--- src/hw/rtl/format_char_stream_dec_hex_unit_defines.svh ---
// ----------------------------------------------------------------------------
// Assertion macros for the format character stream unit
// Concurrent assertion wrappers, clocked on i_clk and disabled during reset.
// ----------------------------------------------------------------------------
`ifndef FORMAT_CHAR_STREAM_DEC_HEX_UNIT_DEFINES_SVH
`define FORMAT_CHAR_STREAM_DEC_HEX_UNIT_DEFINES_SVH

`ifndef SYNTHESIS
`define FCSD_ASSERT(lbl, cond) \
    lbl: assert property (@(posedge i_clk) disable iff (!i_rst_n) (cond)) \
        else $error("fcsd assertion failed");
`define FCSD_ASSERT_IMPL(lbl, pre, post) \
    lbl: assert property (@(posedge i_clk) disable iff (!i_rst_n) (pre) |-> (post)) \
        else $error("fcsd assertion failed");
`else
`define FCSD_ASSERT(lbl, cond)
`define FCSD_ASSERT_IMPL(lbl, pre, post)
`endif

`endif

--- src/hw/rtl/fcsd_pkg.sv ---
// ----------------------------------------------------------------------------
// Format character stream package
// Shared types, character codes and conversion helpers.
// ----------------------------------------------------------------------------
package fcsd_pkg;

    localparam int FCSD_QUEUE_DEPTH = 2;

    localparam logic [7:0] ASCII_NUL     = 8'h00;
    localparam logic [7:0] ASCII_PERCENT = 8'h25;
    localparam logic [7:0] ASCII_MINUS   = 8'h2D;
    localparam logic [7:0] ASCII_SPACE   = 8'h20;
    localparam logic [7:0] ASCII_ZERO    = 8'h30;
    localparam logic [7:0] ASCII_LOWER_A = 8'h61;
    localparam logic [7:0] ASCII_LOWER_D = 8'h64;
    localparam logic [7:0] ASCII_LOWER_S = 8'h73;
    localparam logic [7:0] ASCII_LOWER_X = 8'h78;

    localparam logic [3:0] DEC_UNITS_IDX = 4'd9;
    localparam logic [3:0] HEX_LAST_IDX  = 4'd7;

    typedef enum logic [1:0] {
        KIND_ECHO,
        KIND_DEC,
        KIND_HEX
    } t_kind;

    typedef struct packed {
        t_kind       kind;
        logic [7:0]  chr;
        logic        neg;
        logic [31:0] mag;
    } t_cmd;

    function automatic logic [33:0] fcsd_weight(logic [3:0] idx, logic [3:0] k);
        logic [33:0] scale;
        logic [37:0] prod;
        unique case (idx)
            4'd0:    scale = 34'd1000000000;
            4'd1:    scale = 34'd100000000;
            4'd2:    scale = 34'd10000000;
            4'd3:    scale = 34'd1000000;
            4'd4:    scale = 34'd100000;
            4'd5:    scale = 34'd10000;
            4'd6:    scale = 34'd1000;
            4'd7:    scale = 34'd100;
            4'd8:    scale = 34'd10;
            default: scale = 34'd0;
        endcase
        prod = 38'(scale) * 38'(k);
        return prod[33:0];
    endfunction

    function automatic logic [7:0] fcsd_hex_char(logic [3:0] nib);
        logic [7:0] c;
        if (nib < 4'd10) begin
            c = ASCII_ZERO + {4'b0, nib};
        end else begin
            c = ASCII_LOWER_A + {4'b0, nib - 4'd10};
        end
        return c;
    endfunction

endpackage

--- src/hw/rtl/fcsd_queue.sv ---
// ----------------------------------------------------------------------------
// Format character stream command queue
// Small register FIFO between the front end and the back end.
// ----------------------------------------------------------------------------
module fcsd_queue
    import fcsd_pkg::*;
#(
    parameter int DEPTH = FCSD_QUEUE_DEPTH
) (
    input  logic i_clk,
    input  logic i_rst_n,
    input  logic i_push,
    input  t_cmd i_cmd,
    output logic o_ready,
    input  logic i_pop,
    output logic o_valid,
    output t_cmd o_cmd
);

    localparam int PTR_W = (DEPTH > 1) ? $clog2(DEPTH) : 1;
    localparam int CNT_W = $clog2(DEPTH + 1);

    t_cmd             r_mem [DEPTH];
    logic [PTR_W-1:0] r_wr_ptr;
    logic [PTR_W-1:0] r_rd_ptr;
    logic [CNT_W-1:0] r_count;
    logic             w_push;
    logic             w_pop;

    assign o_ready = (r_count != CNT_W'(DEPTH));
    assign o_valid = (r_count != '0);
    assign o_cmd   = r_mem[r_rd_ptr];
    assign w_push  = i_push && o_ready;
    assign w_pop   = i_pop && o_valid;

    always_ff @(posedge i_clk) begin
        if (w_push) begin
            r_mem[r_wr_ptr] <= i_cmd;
        end
    end

    always_ff @(posedge i_clk) begin
        if (!i_rst_n) begin
            r_wr_ptr <= '0;
            r_rd_ptr <= '0;
            r_count  <= '0;
        end else begin
            if (w_push) begin
                r_wr_ptr <= (r_wr_ptr == PTR_W'(DEPTH - 1)) ? '0 : r_wr_ptr + 1'b1;
            end
            if (w_pop) begin
                r_rd_ptr <= (r_rd_ptr == PTR_W'(DEPTH - 1)) ? '0 : r_rd_ptr + 1'b1;
            end
            if (w_push && !w_pop) begin
                r_count <= r_count + 1'b1;
            end else if (w_pop && !w_push) begin
                r_count <= r_count - 1'b1;
            end
        end
    end

endmodule

--- config.mk ---
export PLATFORM = sky130hd
export DESIGN_NAME = fcsd_queue
export DESIGN_NICKNAME = d
export VERILOG_FILES = /design/src/hw/rtl/format_char_stream_dec_hex_unit_defines.svh /design/src/hw/rtl/fcsd_pkg.sv /design/src/hw/rtl/fcsd_queue.sv
export SDC_FILE = /design/constraint.sdc
export NUM_CORES = 1
export LEC_CHECK = 0
export BUFFER_PORTS_ARGS = -buffer_cell sky130_fd_sc_hd__buf_2
export CORE_MARGIN = 1
export CORE_UTILIZATION = 51
export DETAILED_ROUTE_END_ITERATION = 10
export PLACE_DENSITY = 0.78
export SYNTH_ARGS = -nofsm -noshare
export SYNTH_HDL_FRONTEND = slang
export SYNTH_SLANG_ARGS = --single-unit
--- constraint.sdc ---
create_clock -name i_clk -period 2.3 [get_ports i_clk]
set_input_delay 0.575 -clock i_clk [delete_from_list [all_inputs] [get_ports i_clk]]
set_output_delay 0.575 -clock i_clk [all_outputs]
set_load 0.05 [all_outputs]
# [After elaboration in Yosys (flattened, before gate mapping)]
# Memory sizes are Yosys's and may differ from the RTL's. A register that Yosys moved wholly into a read port is not among the register bits.
# Index checks and enable logic that the tools add are counted.
[classes] n_mux=8 n_reduce_logical=8 add_sub_neg=4 eq_ne=1
[op_table] cell="$mux 1" count=6
[op_table] cell="$logic_and 1x1->1" count=4
[op_table] cell="$mux 2" count=2
[op_table] cell="$reduce_bool 2->1" count=2
[op_table] cell="$add 1x1->1 const B" count=2
[op_table] cell="$add 2x1->2 const B" count=1
[op_table] cell="$logic_not 1->1" count=2
[op_table] cell="$ne 2x2->1 const B" count=1
[op_table] cell="$sub 2x1->2 const B" count=1
[totals] ramBits=86 reg_bits=4 memories=1
[memory_table] name="r_mem" depth=2 width=43 read_ports=1 rd_clocked_by_memory_dff=1 wr=1 line="fcsd_queue.sv:23" rtl="t_cmd r_mem [DEPTH];"

# [Depth between registers and ports, before layout]
[logic_depth] word_depth=6 ltp_mapped=6 ltp_nobuf=6

# [Worst setup path before layout]
# Ideal clock, no wire load.
[synth_path] path_kind="register to register" from="register r_count[0]" to="memory r_mem[1][0] (netlist bit) (enable)" synth_period_minus_slack_ns=2.167 n_path_buf=0 setup_time_ns=0.405 arrival_time_ns=1.762 required_time_ns=1.895 path_slack_ns=0.133 stages_incl_launch_ff=3 path_cell_list="dfxtp_1 > nand2b_4 > and3_1"
[synth_between] elab_chain_cells=4
[synth_lines] item="start: declaration" line="fcsd_queue.sv:26" rtl="logic [CNT_W-1:0] r_count;"
[synth_lines] item="start signal: assignment" line="fcsd_queue.sv:55" rtl="r_count <= r_count + 1'b1;"
[synth_lines] item="start signal: assignment" line="fcsd_queue.sv:57" rtl="r_count <= r_count - 1'b1;"
[synth_lines] item="$ne 2x2->1" line="fcsd_queue.sv:30" rtl="assign o_ready = (r_count != CNT_W'(DEPTH));"
[synth_lines] item="via o_ready" line="fcsd_queue.sv:14" rtl="output logic o_ready,"
[synth_lines] item="$logic_and 1x1->1" line="fcsd_queue.sv:33" rtl="assign w_push = i_push && o_ready;"
[synth_lines] item="$mux 1" line="fcsd_queue.sv:37" rtl="if (w_push) begin"
[synth_lines] item="$mux 1 (implied by the code)" line="fcsd_queue.sv:38" rtl="r_mem[r_wr_ptr] <= i_cmd;"
[synth_lines] item="end: declaration" line="fcsd_queue.sv:23"
# The timed path passes the listed nets, and every way through them passes these cells.

==> metrics.md <==
| Metric | Value |
|---|---|
| Max stage delay on crit path | `0.38 ns` |
| Ports | `92` |
| Slew HR | `82.78%` |
| Highest-count cells in the layout ignoring fill and taps | `91 x sky130_fd_sc_hd__buf_2, 86 x sky130_fd_sc_hd__edfxtp_1, 43 x sky130_fd_sc_hd__mux2_2` |
| Unrepaired setup endpoints after global routing | `no` |
| Aggregate global routing overflow | `0` |
| Async set or reset register ratio after synthesis | `0%` |
| Synthesized Nets | `206` |
| Required time of the critical path | `1.73 ns` |
| Slew of the pin with the lowest slew margin | `0.2583 ns` |
| Final clock skew | `0.009317 ns` |
| Pin count of the biggest net entering global routing | `44` |
| IO buf count | `91` |
| Cell breakdown of the critical path | `buf_12 -> mux2_2 -> buf_2` |
| Final number of hold-violating endpoints | `0` |
| Die height | `82.98 microns` |
| R2R setup slack | `0.73 ns` |
| Static power due to leakage | `1.533 nW` |
| Total length of routed wires | `5445 microns` |
| Busiest layer in global routing | `met2` |
| Diodes inserted | `0` |
| Synth Cell Area | `3344 sq um` |
| Count of clock tree sinks | `91` |
| Core box area | `6350 sq um` |
| Starting DRC count in detailed routing | `85` |
| Count of unresolved DRC violations after routing | `0` |
| NumNets Final | `306` |
| Hold buffers post-CTS | `0` |
| Crit path DAT | `1.53 ns` |
| Vias per inst | `4.991` |
| Buffers plus inverters on the worst setup path | `2` |
| Register bit total from synthesis | `91` |
| Area overhead of the layout relative to synthesis | `23.12%` |
| Routed len/inst | `16.01 microns` |
| Worst min-delay path class | `in -> reg` |
| Maximum count of clock buffers along a single path | `2` |
| Starting density of the core | `52.67%` |
| Placer Congestion | `0.6902` |
| Wire length of the first global-routing pass | `8769 microns` |
| Worst-path maximum fanout | `43` |
| Avg Cell Area, Syn | `21.17 sq um` |
| Post-synth EDFFs | `86` |
| Total half-perimeter wirelength after legalization and detailed placement | `3461 microns` |
| Met1 routing resource usage after global routing | `20.86%` |
| Run status | `finished clean` |
| TritonCTS clock tree | `yes` |
| Max-slew violation count | `0` |
| Commonest non-fill, non-tap cell in the layout | `sky130_fd_sc_hd__buf_2` |
| Pwr/cell area | `1235 nW/um^2` |
| Tcrit/Tclk final | `91.71%` |
| Count of warnings emitted by yosys | `0` |
| Endpoint kind of the worst setup timing path | `primary output` |
| Vias after detailed routing | `1697` |
| Clock root cell | `sky130_fd_sc_hd__clkbuf_8` |
| Highest ir drop seen on vdd | `0.9749 mV` |
| Fraction of the yosys area taken by sequential cells | `80.21%` |
| TritonCTS buffer count | `9` |
| Path depth of the worst reg2reg path | `5` |
| Remaining antenna violation count | `0` |
| Destination of the critical timing path | `o_cmd[22]` |
| Met3 GRT Util | `3.579%` |
| CP startpoint kind | `flip-flop` |
| Number of buffers added for setup after CTS | `0` |
| Shortest period the worst path allows | `2.109 ns` |
| Setup TNS after final layout | `0 ns` |
| Number of standard-cell rows in the floorplan | `29` |
| Number of antenna violations at the first check in global routing | `0` |
| Total global-route track usage | `16.90%` |
| Total Die Area | `6886 sq um` |
| Synth cell types | `20` |
| Family with the most delay on the worst path | `buffers and inverters` |
| Upper clock frequency limit | `474.1 MHz` |
| Max-capacitance violation count | `0` |
| Number of search-and-repair iterations in the first detailed-routing pass | `4` |
| Post-CTS resize count | `0` |
| Crit Path Class | `reg -> out` |
| Number of instances in the synthesized netlist | `158` |
| Met2 layer usage reported by global route | `27.65%` |
| Most used DFF post-synth | `sky130_fd_sc_hd__edfxtp_1` |
| Die W | `82.98 microns` |
| Number of cells on the critical path | `3` |
| Worst-path clk slew | `0.09 ns` |
| Reg2Reg Launch Point | `r_count[0]$_SDFFE_PN0P_` |
| Endpoint of the worst register-to-register path | `r_count[1]$_SDFFE_PN0P_` |
| Setup violations, final | `0` |
| Layout cell share with drive strength beyond 1 | `59.32%` |
| Final core utilization | `64.85%` |
| Maximum level of the CTS H-tree | `3` |
| Vias in the first global route | `1799` |
| Max stage delay cell, worst path | `sky130_fd_sc_hd__mux2_2` |
| Clock latency reported for the late side of the worst-skew pair | `0.35 ns` |
==> cell families after synthesis <==
kind of cell,after synthesis,synth area share (%)
muxes,43,14.48
DFF,91,80.21
buffers and inverters,6,1.160
xor gates and xnor gates,3,0.7858
adders and majority gates,1,0.3741
AOI/OAI and AO/OA,5,1.047
and+or+nand+nor,9,1.946
==> per-layer routing <==
layer	part of all wire (%)	vias up
met1	43	820
met2	52	52
met5	0	-
li1	-	816
met4	1.7	0
met3	3.5	9
==> final cells by class <==
cell class,instances,area [sq um]
Inverter,1,3.754
Timing Repair Buffer,94,515.5
Tap cell,77,96.34
Multi-Input combinational cell,61,624.3
Fill cell,457,2232
Clock inverter,6,66.31
Sequential cell,91,2684
Clock buffer,10,127.6
==> Yosys cell counts, drive strengths merged (2+ instances only) <==
cell / n / area, sq um
buf: 5 / 35.03
dfxtp: 5 / 100.1
o21ai: 2 / 10.00
edfxtp: 86 / 2582
and2: 4 / 25.02
mux2: 43 / 484.2
a21boi: 2 / 15.02
xnor2: 2 / 17.52
==> through the flow <==
stage               area, sq um  hold WS, ns  std cells  power, mW  setup slack [ns]
finish                     4118       0.4112        340      5.086            0.1906
global route               4118       0.3953        340      5.290            0.1278
CTS                        4118       0.3929        340      5.136            0.1667
detailed placement         3924       0.5532        324      4.103            0.5507
global placement           3924       0.5417        324      4.082            0.5448
floorplan                  3344       0.5124        158      3.694            0.1332
==> how the worst min path moves through the flow <==
stage / start / depth (start not counted) / end / slack [ns]
after floorplan: r_count[1]$_SDFFE_PN0P_ / 2 / r_count[1]$_SDFFE_PN0P_ / 0.51
after global placement: r_count[1]$_SDFFE_PN0P_ / 2 / r_count[1]$_SDFFE_PN0P_ / 0.54
after detailed placement: r_count[1]$_SDFFE_PN0P_ / 2 / r_count[1]$_SDFFE_PN0P_ / 0.55
after CTS: i_cmd[24] / 1 / r_mem[0][24]$_DFFE_PP_ / 0.39
after global routing: i_cmd[36] / 1 / r_mem[1][36]$_DFFE_PP_ / 0.40
final: i_cmd[1] / 1 / r_mem[1][1]$_DFFE_PP_ / 0.41
==> power breakdown <==
group	total (mW)	internal [mW]	switching, mW
Combinational	1.91	0.571	1.34
Sequential	2.14	2.07	0.0691
Clock	1.04	0.503	0.534
==> sequential cells by signal, indices dropped and copies added, names as in the netlist, named ones only <==
register / flops
r_rd_ptr: 1
r_mem: 86
r_wr_ptr: 1
r_count: 2
Power figures use the tool's default switching activity.
