### config.mk
export PLATFORM = sky130hd
export DESIGN_NAME = fcsd_front
export DESIGN_NICKNAME = d
export VERILOG_FILES = /design/src/hw/rtl/format_char_stream_dec_hex_unit_defines.svh /design/src/hw/rtl/fcsd_pkg.sv /design/src/hw/rtl/fcsd_front.sv
export SDC_FILE = /design/constraint.sdc
export NUM_CORES = 1
export LEC_CHECK = 0
export BUFFER_PORTS_ARGS = -buffer_cell sky130_fd_sc_hd__buf_2
export CAP_MARGIN = 5
export CORE_MARGIN = 3
export CORE_UTILIZATION = 41
export DETAILED_ROUTE_END_ITERATION = 8
export PLACE_DENSITY = 0.83
export SLEW_MARGIN = 40
export SYNTH_ARGS = -nofsm -noshare
export SYNTH_HDL_FRONTEND = slang
export SYNTH_SLANG_ARGS = --single-unit
### constraint.sdc
create_clock -name i_clk -period 4.2 [get_ports i_clk]
set_input_delay 0.21 -clock i_clk [delete_from_list [all_inputs] [get_ports i_clk]]
set_output_delay 0.21 -clock i_clk [all_outputs]
set_load 0.005 [all_outputs]
### src/hw/rtl/format_char_stream_dec_hex_unit_defines.svh
// ----------------------------------------------------------------------------
// Assertion macros for the format character stream unit
// Concurrent assertion wrappers, clocked on i_clk and disabled during reset.
// ----------------------------------------------------------------------------
`ifndef FORMAT_CHAR_STREAM_DEC_HEX_UNIT_DEFINES_SVH
`define FORMAT_CHAR_STREAM_DEC_HEX_UNIT_DEFINES_SVH

`ifndef SYNTHESIS
`define FCSD_ASSERT(lbl, cond) \
    lbl: assert property (@(posedge i_clk) disable iff (!i_rst_n) (cond)) \
        else $error("fcsd assertion failed");
`define FCSD_ASSERT_IMPL(lbl, pre, post) \
    lbl: assert property (@(posedge i_clk) disable iff (!i_rst_n) (pre) |-> (post)) \
        else $error("fcsd assertion failed");
`else
`define FCSD_ASSERT(lbl, cond)
`define FCSD_ASSERT_IMPL(lbl, pre, post)
`endif

`endif

### src/hw/rtl/fcsd_pkg.sv
// ----------------------------------------------------------------------------
// Format character stream package
// Shared types, character codes and conversion helpers.
// ----------------------------------------------------------------------------
package fcsd_pkg;

    localparam int FCSD_QUEUE_DEPTH = 2;

    localparam logic [7:0] ASCII_NUL     = 8'h00;
    localparam logic [7:0] ASCII_PERCENT = 8'h25;
    localparam logic [7:0] ASCII_MINUS   = 8'h2D;
    localparam logic [7:0] ASCII_SPACE   = 8'h20;
    localparam logic [7:0] ASCII_ZERO    = 8'h30;
    localparam logic [7:0] ASCII_LOWER_A = 8'h61;
    localparam logic [7:0] ASCII_LOWER_D = 8'h64;
    localparam logic [7:0] ASCII_LOWER_S = 8'h73;
    localparam logic [7:0] ASCII_LOWER_X = 8'h78;

    localparam logic [3:0] DEC_UNITS_IDX = 4'd9;
    localparam logic [3:0] HEX_LAST_IDX  = 4'd7;

    typedef enum logic [1:0] {
        KIND_ECHO,
        KIND_DEC,
        KIND_HEX
    } t_kind;

    typedef struct packed {
        t_kind       kind;
        logic [7:0]  chr;
        logic        neg;
        logic [31:0] mag;
    } t_cmd;

    function automatic logic [33:0] fcsd_weight(logic [3:0] idx, logic [3:0] k);
        logic [33:0] scale;
        logic [37:0] prod;
        unique case (idx)
            4'd0:    scale = 34'd1000000000;
            4'd1:    scale = 34'd100000000;
            4'd2:    scale = 34'd10000000;
            4'd3:    scale = 34'd1000000;
            4'd4:    scale = 34'd100000;
            4'd5:    scale = 34'd10000;
            4'd6:    scale = 34'd1000;
            4'd7:    scale = 34'd100;
            4'd8:    scale = 34'd10;
            default: scale = 34'd0;
        endcase
        prod = 38'(scale) * 38'(k);
        return prod[33:0];
    endfunction

    function automatic logic [7:0] fcsd_hex_char(logic [3:0] nib);
        logic [7:0] c;
        if (nib < 4'd10) begin
            c = ASCII_ZERO + {4'b0, nib};
        end else begin
            c = ASCII_LOWER_A + {4'b0, nib - 4'd10};
        end
        return c;
    endfunction

endpackage

### src/hw/rtl/fcsd_front.sv
// ----------------------------------------------------------------------------
// Format character stream front end
// Tracks the pending percent flag and emits echo, dec and hex commands.
// ----------------------------------------------------------------------------
module fcsd_front
    import fcsd_pkg::*;
(
    input  logic               i_clk,
    input  logic               i_rst_n,
    input  logic               i_accept,
    input  logic [7:0]         i_fmt_char,
    input  logic signed [31:0] i_arg_value,
    output logic               o_push,
    output t_cmd               o_cmd
);

    logic r_pending;
    logic n_pending;
    logic w_emit;
    logic [31:0] w_raw;

    assign w_raw = i_arg_value;

    always_comb begin
        n_pending  = r_pending;
        w_emit     = 1'b0;
        o_cmd.kind = KIND_ECHO;
        o_cmd.chr  = i_fmt_char;
        o_cmd.neg  = w_raw[31];
        o_cmd.mag  = w_raw[31] ? (32'd0 - w_raw) : w_raw;
        if (i_fmt_char != ASCII_NUL) begin
            if (r_pending) begin
                if (i_fmt_char == ASCII_LOWER_D) begin
                    n_pending  = 1'b0;
                    w_emit     = 1'b1;
                    o_cmd.kind = KIND_DEC;
                end else if (i_fmt_char == ASCII_LOWER_X) begin
                    n_pending  = 1'b0;
                    w_emit     = 1'b1;
                    o_cmd.kind = KIND_HEX;
                    o_cmd.neg  = 1'b0;
                    o_cmd.mag  = w_raw;
                end else if (i_fmt_char == ASCII_LOWER_S) begin
                    n_pending = 1'b0;
                end
            end else if (i_fmt_char == ASCII_PERCENT) begin
                n_pending = 1'b1;
            end else begin
                w_emit = 1'b1;
            end
        end
    end

    assign o_push = i_accept && w_emit;

    always_ff @(posedge i_clk) begin
        if (!i_rst_n) begin
            r_pending <= 1'b0;
        end else if (i_accept) begin
            r_pending <= n_pending;
        end
    end

endmodule

# --- After elaboration in Yosys (flattened, before gate mapping) ---
# Index checks and enable logic that the tools add are counted.
word_totals:
  regBits: 1
  input_bits: 43
  out_inout_bits: 44
  elab_cells: 28
classes:
  n_addsub: 1
  n_eq_ne: 4
  muxes: 19
  reduce_logical: 3
ops:
  columns: ["cell", "count"]
  rows:
  - ["$mux 33", 4]
  - ["$mux 32", 1]
  - ["$sub 1x32->32 const A", 1]
  - ["$eq 8x7->1 const B", 3]
  - ["$mux 1", 10]
  - ["$eq 8x6->1 const B", 1]
  - ["$mux 2", 4]
  - ["$reduce_bool 8->1", 1]
  - ["$reduce_and 2->1", 1]
  - ["$logic_and 1x1->1", 1]

# --- Logic depth before layout (Yosys ltp) ---
# Gate-level depths: netlist (run 1).
logic_depth:
  ltp_word: 6
  ltp_mapped: 6
  mapped_depth_nobuf: 6

# --- Worst setup path before layout (run 1) ---
# OpenSTA, ideal clock, no wires.
synth_timing:
  path_kind: "input to output"
  start: "input i_arg_value[1]"
  end: "output o_cmd[28] (netlist name)"
  arrival_time_ns: 1.650
  required_time_ns: 3.990
  path_slack_ns: 2.340
  stages: 6
  path_buffers: 0
  path_cell_list: "inv_1 -> ha_1 -> or4b_4 -> nor3_1 -> a41oi_1 -> xor2_1"
synth_rtl:
  columns: ["element", "line_no", "rtl"]
  rows:
  - ["start: declaration", "fcsd_front.sv:12", "input logic signed [31:0] i_arg_value,"]
  - ["end: declaration", "fcsd_front.sv:14", "output t_cmd o_cmd"]

==> out/qor.yml, run 1 <==
post_drt_wl_per_cell_um: 12.3
synth_nets: 187
cp_cell_sequence: "buf_2 > inv_1 > ha_1 > or4b_4 > nor3_1 > a41oi_1 > xor2_1 > buf_2"
p_total_uw: 140
post-cts-setup-buffers: 0
hold_path_depth: 3
place_congestion: 0.846
r2r_start: "r_pending"
insertion_delay_ns: 0
drt_iter0_drc: 30
hold_buffers: 0
final_common_cell: "buf_2"
synth_cell_types: 37
met2_usage_pct: 32.9
muxShareOfSynthArea_pct: 0
worstPathArrival_ns: 2.10
netlist_area_um2: 978
final_cell_mix: "86 x buf_2, 17 x xor2_1, 13 x a31oi_1"
grt_use_total_pct: 19.0
yosys_register_bits: 1
io_pins: 87
drc: 0
finalCritPeriodShare_pct: 54.9
r2r_cells: 4
cp_max_fo: 6
hold_end: "r_pending"
worst-path-buf-inv: 3
hold_viol_final: 0
crit_type: "in -> out"
hp-class: "in -> reg"
rows: 17
top_usage_layer: "met2"
start_kind: "input port"
syn_to_final_growth_pct: 37.3
core_mm2: 0.00223
rsz0062_at_grt: "false"
status: "finished, final reports clean"
drv_slew: 0
postRouteAntennaNets: 0
synth_top_family_by_area: "simple AND/OR/NAND/NOR gates"
p_leak_uw: 0.000645
cap_violations: 0
synth_compound_area_share_pct: 23.1
ir_worst_vdd_v: 0.0000545
slowest_delay_ns: 0.50
cp.required_ns: 3.99
ys_warn_count: 0
firstDrtPassIters: 4
synthCells: 143
max_freq_ghz: 0.434
power_per_cell_area_mw_per_mm2: 104
finClkSkew_ns: 0
r2r_slack_ns: 3.20
die_h_um: 54.9
use_met1_pct: 26.2
place_hpwl_um: 2500
antenna_cells: 0
regMostFlops: "r_pending"
start_util_pct: 43.8
largest_registers: "r_pending (1)"
cts_resized: 0
avgSynthCellArea_um2: 6.84
utilization_pct: 60.2
end_kind: "primary output"
cp_common_cell: "buf_2"
die_w_um: 54.9
ys_seq_area_share_pct: 2.05
holdCritStartpoint: "i_rst_n"
period_needed_ns: 2.31
fp.dieArea_mm2: 0.00301
overflow: 0
setup_tns_ns: 0
via_per_inst: 5.49
grt_pass1_wl_um: 4540
route.vias.total: 1322
use_met3_pct: 0.817
crit_family: "simple AND/OR/NAND/NOR gates"
num-fill-cells: 235
grt_max_degree: 21
setup_viol: 0
numPortBuffers: 86
totalWireLength_um: 2960
synth_simple_gate_area_share_pct: 34.7
fin_nets: 259
largest_reg_flops: 1
synth_xor_area_share_pct: 26.0
slew_headroom_pct: 58.7
cp_slowest_cell: "or4b_4"
first_global_vias: 1120
clkTransAtPathRegs_ns: 0
tightest_slew_ns: 0.619
final_layout_size_suffix_gt1_share_pct: 42.7
synth_fa_ha_area_share_pct: 1.28
r2r_end: "r_pending"
antenna_found_initial: 0
[final cells by class]
type	count	area, um2	area share [%]
inverter	7	26.3	1.96
multi-input combinational	119	832	61.9
sequential	1	20.0	1.49
tap	28	35.0	2.61
timing repair buffer	86	430	32.0
[logic make-up after synthesis]
group,count (synthesis)
adder cells (fa/ha/maj),1
AO/OA/AOI/OAI,34
buffers and inverters,23
flip-flops,1
AND/OR/NAND/NOR,55
XOR/XNOR,29
[routing by layer]
metal	share of wire [%]	up-vias	wire length, um
li1	-	665	-
met1	41	586	1210
met2	47	69	1400
met3	11	2	328
met4	0.54	0	16
met5	0	-	0
[synthesized netlist by cell type]
| master | instances | share of area, % |
|---|---|---|
| o21a_1 | 1 | 0.77 |
| nor3_2 | 1 | 1.0 |
| buf_4 | 10 | 7.7 |
| buf_2 | 2 | 1.0 |
| nor4_4 | 1 | 2.2 |
| a21oi_1 | 6 | 3.1 |
| o41ai_2 | 1 | 1.7 |
| xor2_1 | 17 | 15 |
| dfxtp_1 | 1 | 2.0 |
| a41oi_1 | 1 | 0.90 |
| inv_1 | 7 | 2.7 |
| o21ai_0 | 5 | 2.6 |
| a31oi_1 | 13 | 8.3 |
| and4_1 | 1 | 0.90 |
| nor4bb_1 | 1 | 1.0 |
| o31ai_1 | 2 | 1.5 |
| or4_1 | 6 | 4.6 |
| o41ai_1 | 2 | 1.8 |
| o211ai_1 | 1 | 0.77 |
| clkbuf_1 | 4 | 1.5 |
| ha_1 | 1 | 1.3 |
| nor4_1 | 5 | 3.2 |
| nand4b_1 | 1 | 0.90 |
| a41o_1 | 1 | 1.0 |
| nor3_1 | 8 | 4.1 |
| nor2_1 | 12 | 4.6 |
| nand3_1 | 3 | 1.5 |
| nand2_1 | 4 | 1.5 |
| and3b_1 | 2 | 1.8 |
| or4b_4 | 1 | 1.4 |
| xnor2_1 | 12 | 11 |
| or3_1 | 4 | 2.6 |
| or2_2 | 1 | 0.64 |
| nor3b_1 | 1 | 0.77 |
| a21boi_0 | 1 | 0.77 |
| nor2b_1 | 2 | 1.3 |
| nand2b_1 | 1 | 0.64 |
[tightest hold or removal path: cells and delay by family]
family	cells	cell delay (ns)
AO/OA/AOI/OAI	2	0.11
buffers and inverters	1	0.09
[per-stage QoR]
stage | area (um2) | worst slack [ns] | hold slack [ns] | std cells
2_1_floorplan | 978 | 2.34 | 0.348 | 143
3_3_place_gp | 1340 | 1.90 | 0.469 | 241
3_5_place_dp | 1340 | 1.92 | 0.468 | 241
4_1_cts | 1340 | 1.90 | 0.468 | 241
5_1_grt | 1340 | 1.67 | 0.502 | 241
6_report | 1340 | 1.89 | 0.467 | 241
[worst max-delay path by stage]
stage | from | endpoint | slack, ns | depth (start not counted)
after floorplan | i_arg_value[1] | o_cmd[28] | 2.34 | 6
after global placement | i_arg_value[3] | o_cmd[31] | 1.90 | 6
after detailed placement | i_arg_value[1] | o_cmd[28] | 1.92 | 8
after CTS | i_arg_value[1] | o_cmd[28] | 1.90 | 8
after global routing | i_arg_value[1] | o_cmd[28] | 1.67 | 8
final | i_arg_value[1] | o_cmd[28] | 1.89 | 8
[where the power goes]
group          total, uW  switching, uW  internal (uW)
logic                129           66.0           63.2
registers           11.1          0.777           10.3
clock network          0              0              0
total                140           66.8           73.6
Power figures use the tool's default switching activity.
==> inputs of run 2 (changes only) <==
- ABC_AREA: unset -> 1
- CORE_UTILIZATION: 41 -> 40
- PLACE_DENSITY: 0.83 -> 0.74
- clock period: 4.2 -> 1.98 ns (I/O delays scaled with it)
==> out/qor.yml, run 2 <==
p_switching_uw: 187
hp-class: "in -> out"
syn_to_final_growth_pct: 26.6
hold_path_depth: 2
top_usage_layer: "met2"
status: "finished, final reports clean"
synthFlopType: "dfxtp_1"
post_drt_wl_per_cell_um: 10.2
synth_cell_types: 41
power_per_cell_area_mw_per_mm2: 194
cp_cell_sequence: "buf_2 > inv_1 > ha_1 > nand2_2 > nor2_8 > nand3_1 > nand2_1 > nand3_1 > nand2_1 > nand2_1 > nand2_1 > inv_1 > buf_2"
r2r_cells: 5
drc: 0
synthTopCellsByCount: "43 x nand2_1, 34 x inv_1, 33 x nor2_1"
drt_iter0_drc: 87
use_met1_pct: 20.6
overflow: 0
grt_use_total_pct: 16.3
hold_viol_final: 0
crit_type: "in -> out"
cp_slowest_cell: "nor2_8"
synth_most_common_cell: "nand2_1"
grt_max_degree: 19
insertion_delay_ns: 0
synth-edff-count: 0
power.share.clock_pct: 0
hold_buffers: 0
antenna_cells: 0
tightest_slew_ns: 0.341
route.vias.total: 1618
numPortBuffers: 86
combPwrFrac_pct: 93.4
met2_usage_pct: 29.6
ys_seq_area_share_pct: 1.37
p_leak_uw: 0.00111
post_dp_cell_area_mm2: 0.00185
synthCells: 233
first_global_vias: 1418
finClkSkew_ns: 0
die_w_um: 66.4
final_layout_size_suffix_gt1_share_pct: 43.6
max_freq_ghz: 0.656
firstDrtPassIters: 4
slew_headroom_pct: 77.2
totalWireLength_um: 3610
ir_worst_vdd_v: 0.0000972
final_common_cell: "buf_2"
netlist_area_mm2: 0.00146
yosys_register_bits: 1
regMostFlops: "r_pending"
ys_warn_count: 0
synth_area_leaders: "nand2_1 11%, inv_1 8.8%, nor2_1 8.5%"
finalCritPeriodShare_pct: 77.0
core_mm2: 0.00342
rows: 21
start_kind: "input port"
worst_slack_ns: 0.455
intPower_uw: 170
yosys.area.top_type_share_pct: 11.1
setup_viol: 0
rsz0062_at_grt: "false"
fp.dieArea_mm2: 0.00440
antenna_found_initial: 0
cts_resized: 0
largest_registers: "r_pending (1)"
synth_nets: 277
use_met3_pct: 3.23
die_h_um: 66.4
place_congestion: 0.815
fin_nets: 353
cap_violations: 0
worstPathArrival_ns: 1.43
setup_tns_ns: 0
grt_pass1_wl_um: 5960
stdcell_area_mm2: 0.00185
postRouteAntennaNets: 0
io_pins: 87
whs_ns: 0.378
synth.largest_area_cell: "nand2_1"
cp_common_cell: "nand2_1"
largest_reg_flops: 1
cp.required_ns: 1.88
pre_cts_ws_ns: 0.452
num-fill-cells: 368
final_cell_mix: "86 x buf_2, 43 x nand2_1, 34 x inv_1"
post-cts-setup-buffers: 0
swShare_pct: 52.4
seq_power_share_pct: 6.6
cp_max_fo: 8
drv_slew: 0
place_hpwl_um: 3150
multi_input_area_mm2: 0.00119
via_per_inst: 4.58
synthArstFlopShare_pct: 0
regArea_um2: 20.0
start_util_pct: 42.7
slowest_delay_ns: 0.21
end_kind: "primary output"
avgSynthCellArea_um2: 6.26
period_needed_ns: 1.52
-- run 2: cell count changes after synthesis, moves of 11 or more --
cell,change
nor2_1,+21
inv_1,+27
nand2_1,+39
a31oi_1,-11
nand3_1,+12
-- run 2: power groups by stage --
stage	sequential, uW	combinational (uW)	clock, uW
after floorplan	23.2	200	0
after global placement	23.7	335	0
after detailed placement	23.6	337	0
after CTS	23.7	338	0
after global routing	24.0	377	0
final	23.7	334	0
-- run 2: area by class of cell --
type / count / share of cell area [%]
Sequential cell: 1 / 1.08
Timing Repair Buffer: 87 / 23.7
Tap cell: 46 / 3.12
Multi-Input combinational cell: 182 / 64.4
Inverter: 37 / 7.66
-- run 2: final timing paths --
kind / start / endpoint / slack, ns
hold / removal: i_arg_value[0] / o_cmd[0] / 0.38
setup reg to reg: r_pending / r_pending / 1.03
hold reg to reg: r_pending / r_pending / 0.62
setup / recovery: i_arg_value[0] / o_cmd[28] / 0.46
-- run 2: metal layers --
metal	wire, um	part of all wire, %
met4	8	0.22
met3	314	8.7
met2	1780	49
met5	0	0
met1	1500	42
-- run 2: through the flow --
step                      instances  util [%]  power, uW
after floorplan                 233         -        223
after global placement          353      54.0        359
after detailed placement        353      54.0        360
after CTS                       353      54.0        362
after global routing            353      54.0        401
final                           353      54.0        357
-- run 2: critical path, delay by kind of cell --
family        cells  cell delay, ns
simple gates      8            0.78
fa+ha+maj         1            0.20
buf+inv           4            0.34
-- run 2: logic make-up after synthesis --
logic type	after synthesis	share of synthesized area (%)
XOR/XNOR	23	16.4
AND/OR/NAND/NOR	142	56.8
buffers and inverters	50	17.1
flip-flops	1	1.37
adder cells (fa/ha/maj)	1	0.858
AO/OA/AOI/OAI	16	7.47
==> inputs of run 3 (changes only) <==
- ABC_AREA: 1 -> 0
- CORE_UTILIZATION: 40 -> 34
- PLACE_DENSITY: 0.74 -> 0.73
- clock period: 1.98 -> 1.3 ns (I/O delays scaled with it)
==> out/qor.yml, run 3 (synthesis gave the netlist of run 1 again) <==
utilization_pct: 92.6
start_kind: "input port"
final_layout_size_suffix_gt1_share_pct: 74.4
setup_viol: 31
stdcell_area_mm2: 0.00242
route.vias.total: 1823
intPower_uw: 425
rsz0062_at_grt: "true"
fin_nets: 316
hp-class: "in -> out"
io_pins: 87
hold_buffers: 0
numPortBuffers: 86
die_w_um: 59.6
cp_slowest_cell: "or4_4"
post_drt_wl_per_cell_um: 21.7
cap_violations: 0
largest_reg_flops: 1
seq_power_share_pct: 4.4
slew_headroom_pct: 68.6
place_congestion: 0.802
post_dp_cell_area_mm2: 0.00180
first_global_vias: 1595
firstDrtPassIters: 4
crit_family: "simple AND/OR/NAND/NOR gates"
drc: 0
period_needed_ns: 1.81
hold_viol_final: 0
r2r_slack_ns: 0.11
start_util_pct: 37.5
finalCritPeriodShare_pct: 139
worst_slack_ns: -0.507
syn_to_final_growth_pct: 147
hold_end: "o_cmd[39]"
violations: "setup timing"
worst-path-buf-inv: 4
final_cell_mix: "77 x buf_2, 41 x buf_4, 17 x buf_6"
combPwrFrac_pct: 95.6
power_per_cell_area_mw_per_mm2: 332
grt_max_degree: 20
drv_slew: 0
crit_start: "i_arg_value[0]"
multi_input_area_mm2: 0.00128
regMostFlops: "r_pending"
core_mm2: 0.00261
slowest_delay_ns: 0.52
status: "complete, but fails checks"
swShare_pct: 47.2
num-fill-cells: 102
via_per_inst: 6.08
p_leak_uw: 0.00112
place_hpwl_um: 2980
holdCritStartpoint: "i_fmt_char[6]"
end_kind: "primary output"
insertion_delay_ns: 0
overflow: 0
cp.required_ns: 1.24
grt_pass1_wl_um: 7330
antenna_cells: 0
finClkSkew_ns: 0
final_common_cell: "buf_2"
r2r_end: "r_pending"
grt_use_total_pct: 26.4
r2r_cells: 5
cp_cell_sequence: "buf_8 > buf_6 > or4_4 > nor4_4 > buf_6 > and4_1 > o21a_1 > buf_2"
p_switching_uw: 379
hold_path_depth: 2
cp_max_fo: 6
postRouteAntennaNets: 0
regArea_um2: 20.0
worstPathArrival_ns: 1.74
r2r_start: "r_pending"
fp.dieArea_mm2: 0.00356
tightest_slew_ns: 0.470
power.share.clock_pct: 0
cp_common_cell: "buf_6"
totalWireLength_um: 6510
antenna_found_initial: 0
max_freq_ghz: 0.553
die_h_um: 59.6
rows: 18
largest_registers: "r_pending (1)"
drt_iter0_drc: 201
ir_worst_vdd_v: 0.000317
crit_type: "in -> out"
[run 3: metrics by stage]
stage / setup WS, ns / total power (uW) / setup TNS [ns] / std cells / hold WS, ns
after floorplan: -0.255 / 265 / -3.05 / 143 / 0.180
after global placement: -0.473 / 572 / -10.09 / 286 / 0.321
after detailed placement: -0.516 / 577 / -10.68 / 286 / 0.319
after CTS: -0.451 / 686 / -8.55 / 296 / 0.320
after global routing: -0.649 / 846 / -12.10 / 300 / 0.311
final: -0.507 / 804 / -10.66 / 300 / 0.304
[run 3: repair_timing]
action | CTS | global route
gates cloned | 1 | 2
endpoints found under the setup margin | 29 | 31
gates resized for setup | 60 | 31
pin swaps | 34 | 18
endpoints found under the hold margin | 0 | 0
setup buffers | 9 | 5
[run 3: power by group through the flow]
stage                     Combinational [uW]  Clock, uW  Sequential, uW
after global placement                   537          0            34.6
final                                    769          0            35.1
after CTS                                652          0            34.6
after floorplan                          230          0            35.1
after detailed placement                 543          0            34.4
after global routing                     811          0            35.1
[run 3: layout make-up]
cell class | instances | share of cell area, %
inverter | 7 | 1.40
tap | 30 | 1.55
multi-input combinational | 119 | 53.1
timing repair buffer | 143 | 43.2
sequential | 1 | 0.827
[run 3: worst max-delay path by stage]
stage | endpoint | cells after the start
4_1_cts | o_cmd[10] | 9
3_3_place_gp | o_cmd[14] | 8
5_1_grt | o_cmd[23] | 8
3_5_place_dp | o_cmd[14] | 8
6_report | o_cmd[31] | 8
2_1_floorplan | o_cmd[31] | 5
[run 3: worst register-to-register path, cell delays in order, from the launching register on]
cell      delay, ns
dfxtp_1        0.34
buf_4          0.15
nand4b_1       0.11
nand2b_1       0.06
a31oi_1        0.26
a21oi_1        0.13
[run 3: per-layer routing]
metal  vias to the layer above  part of all wire, %  track usage [%]
met5                         -                    0                0
met2                       141                   52             53.2
met3                        34                  8.7             1.74
met1                       865                   35             28.9
met4                         0                  4.2             6.33
li1                        783                    -                -
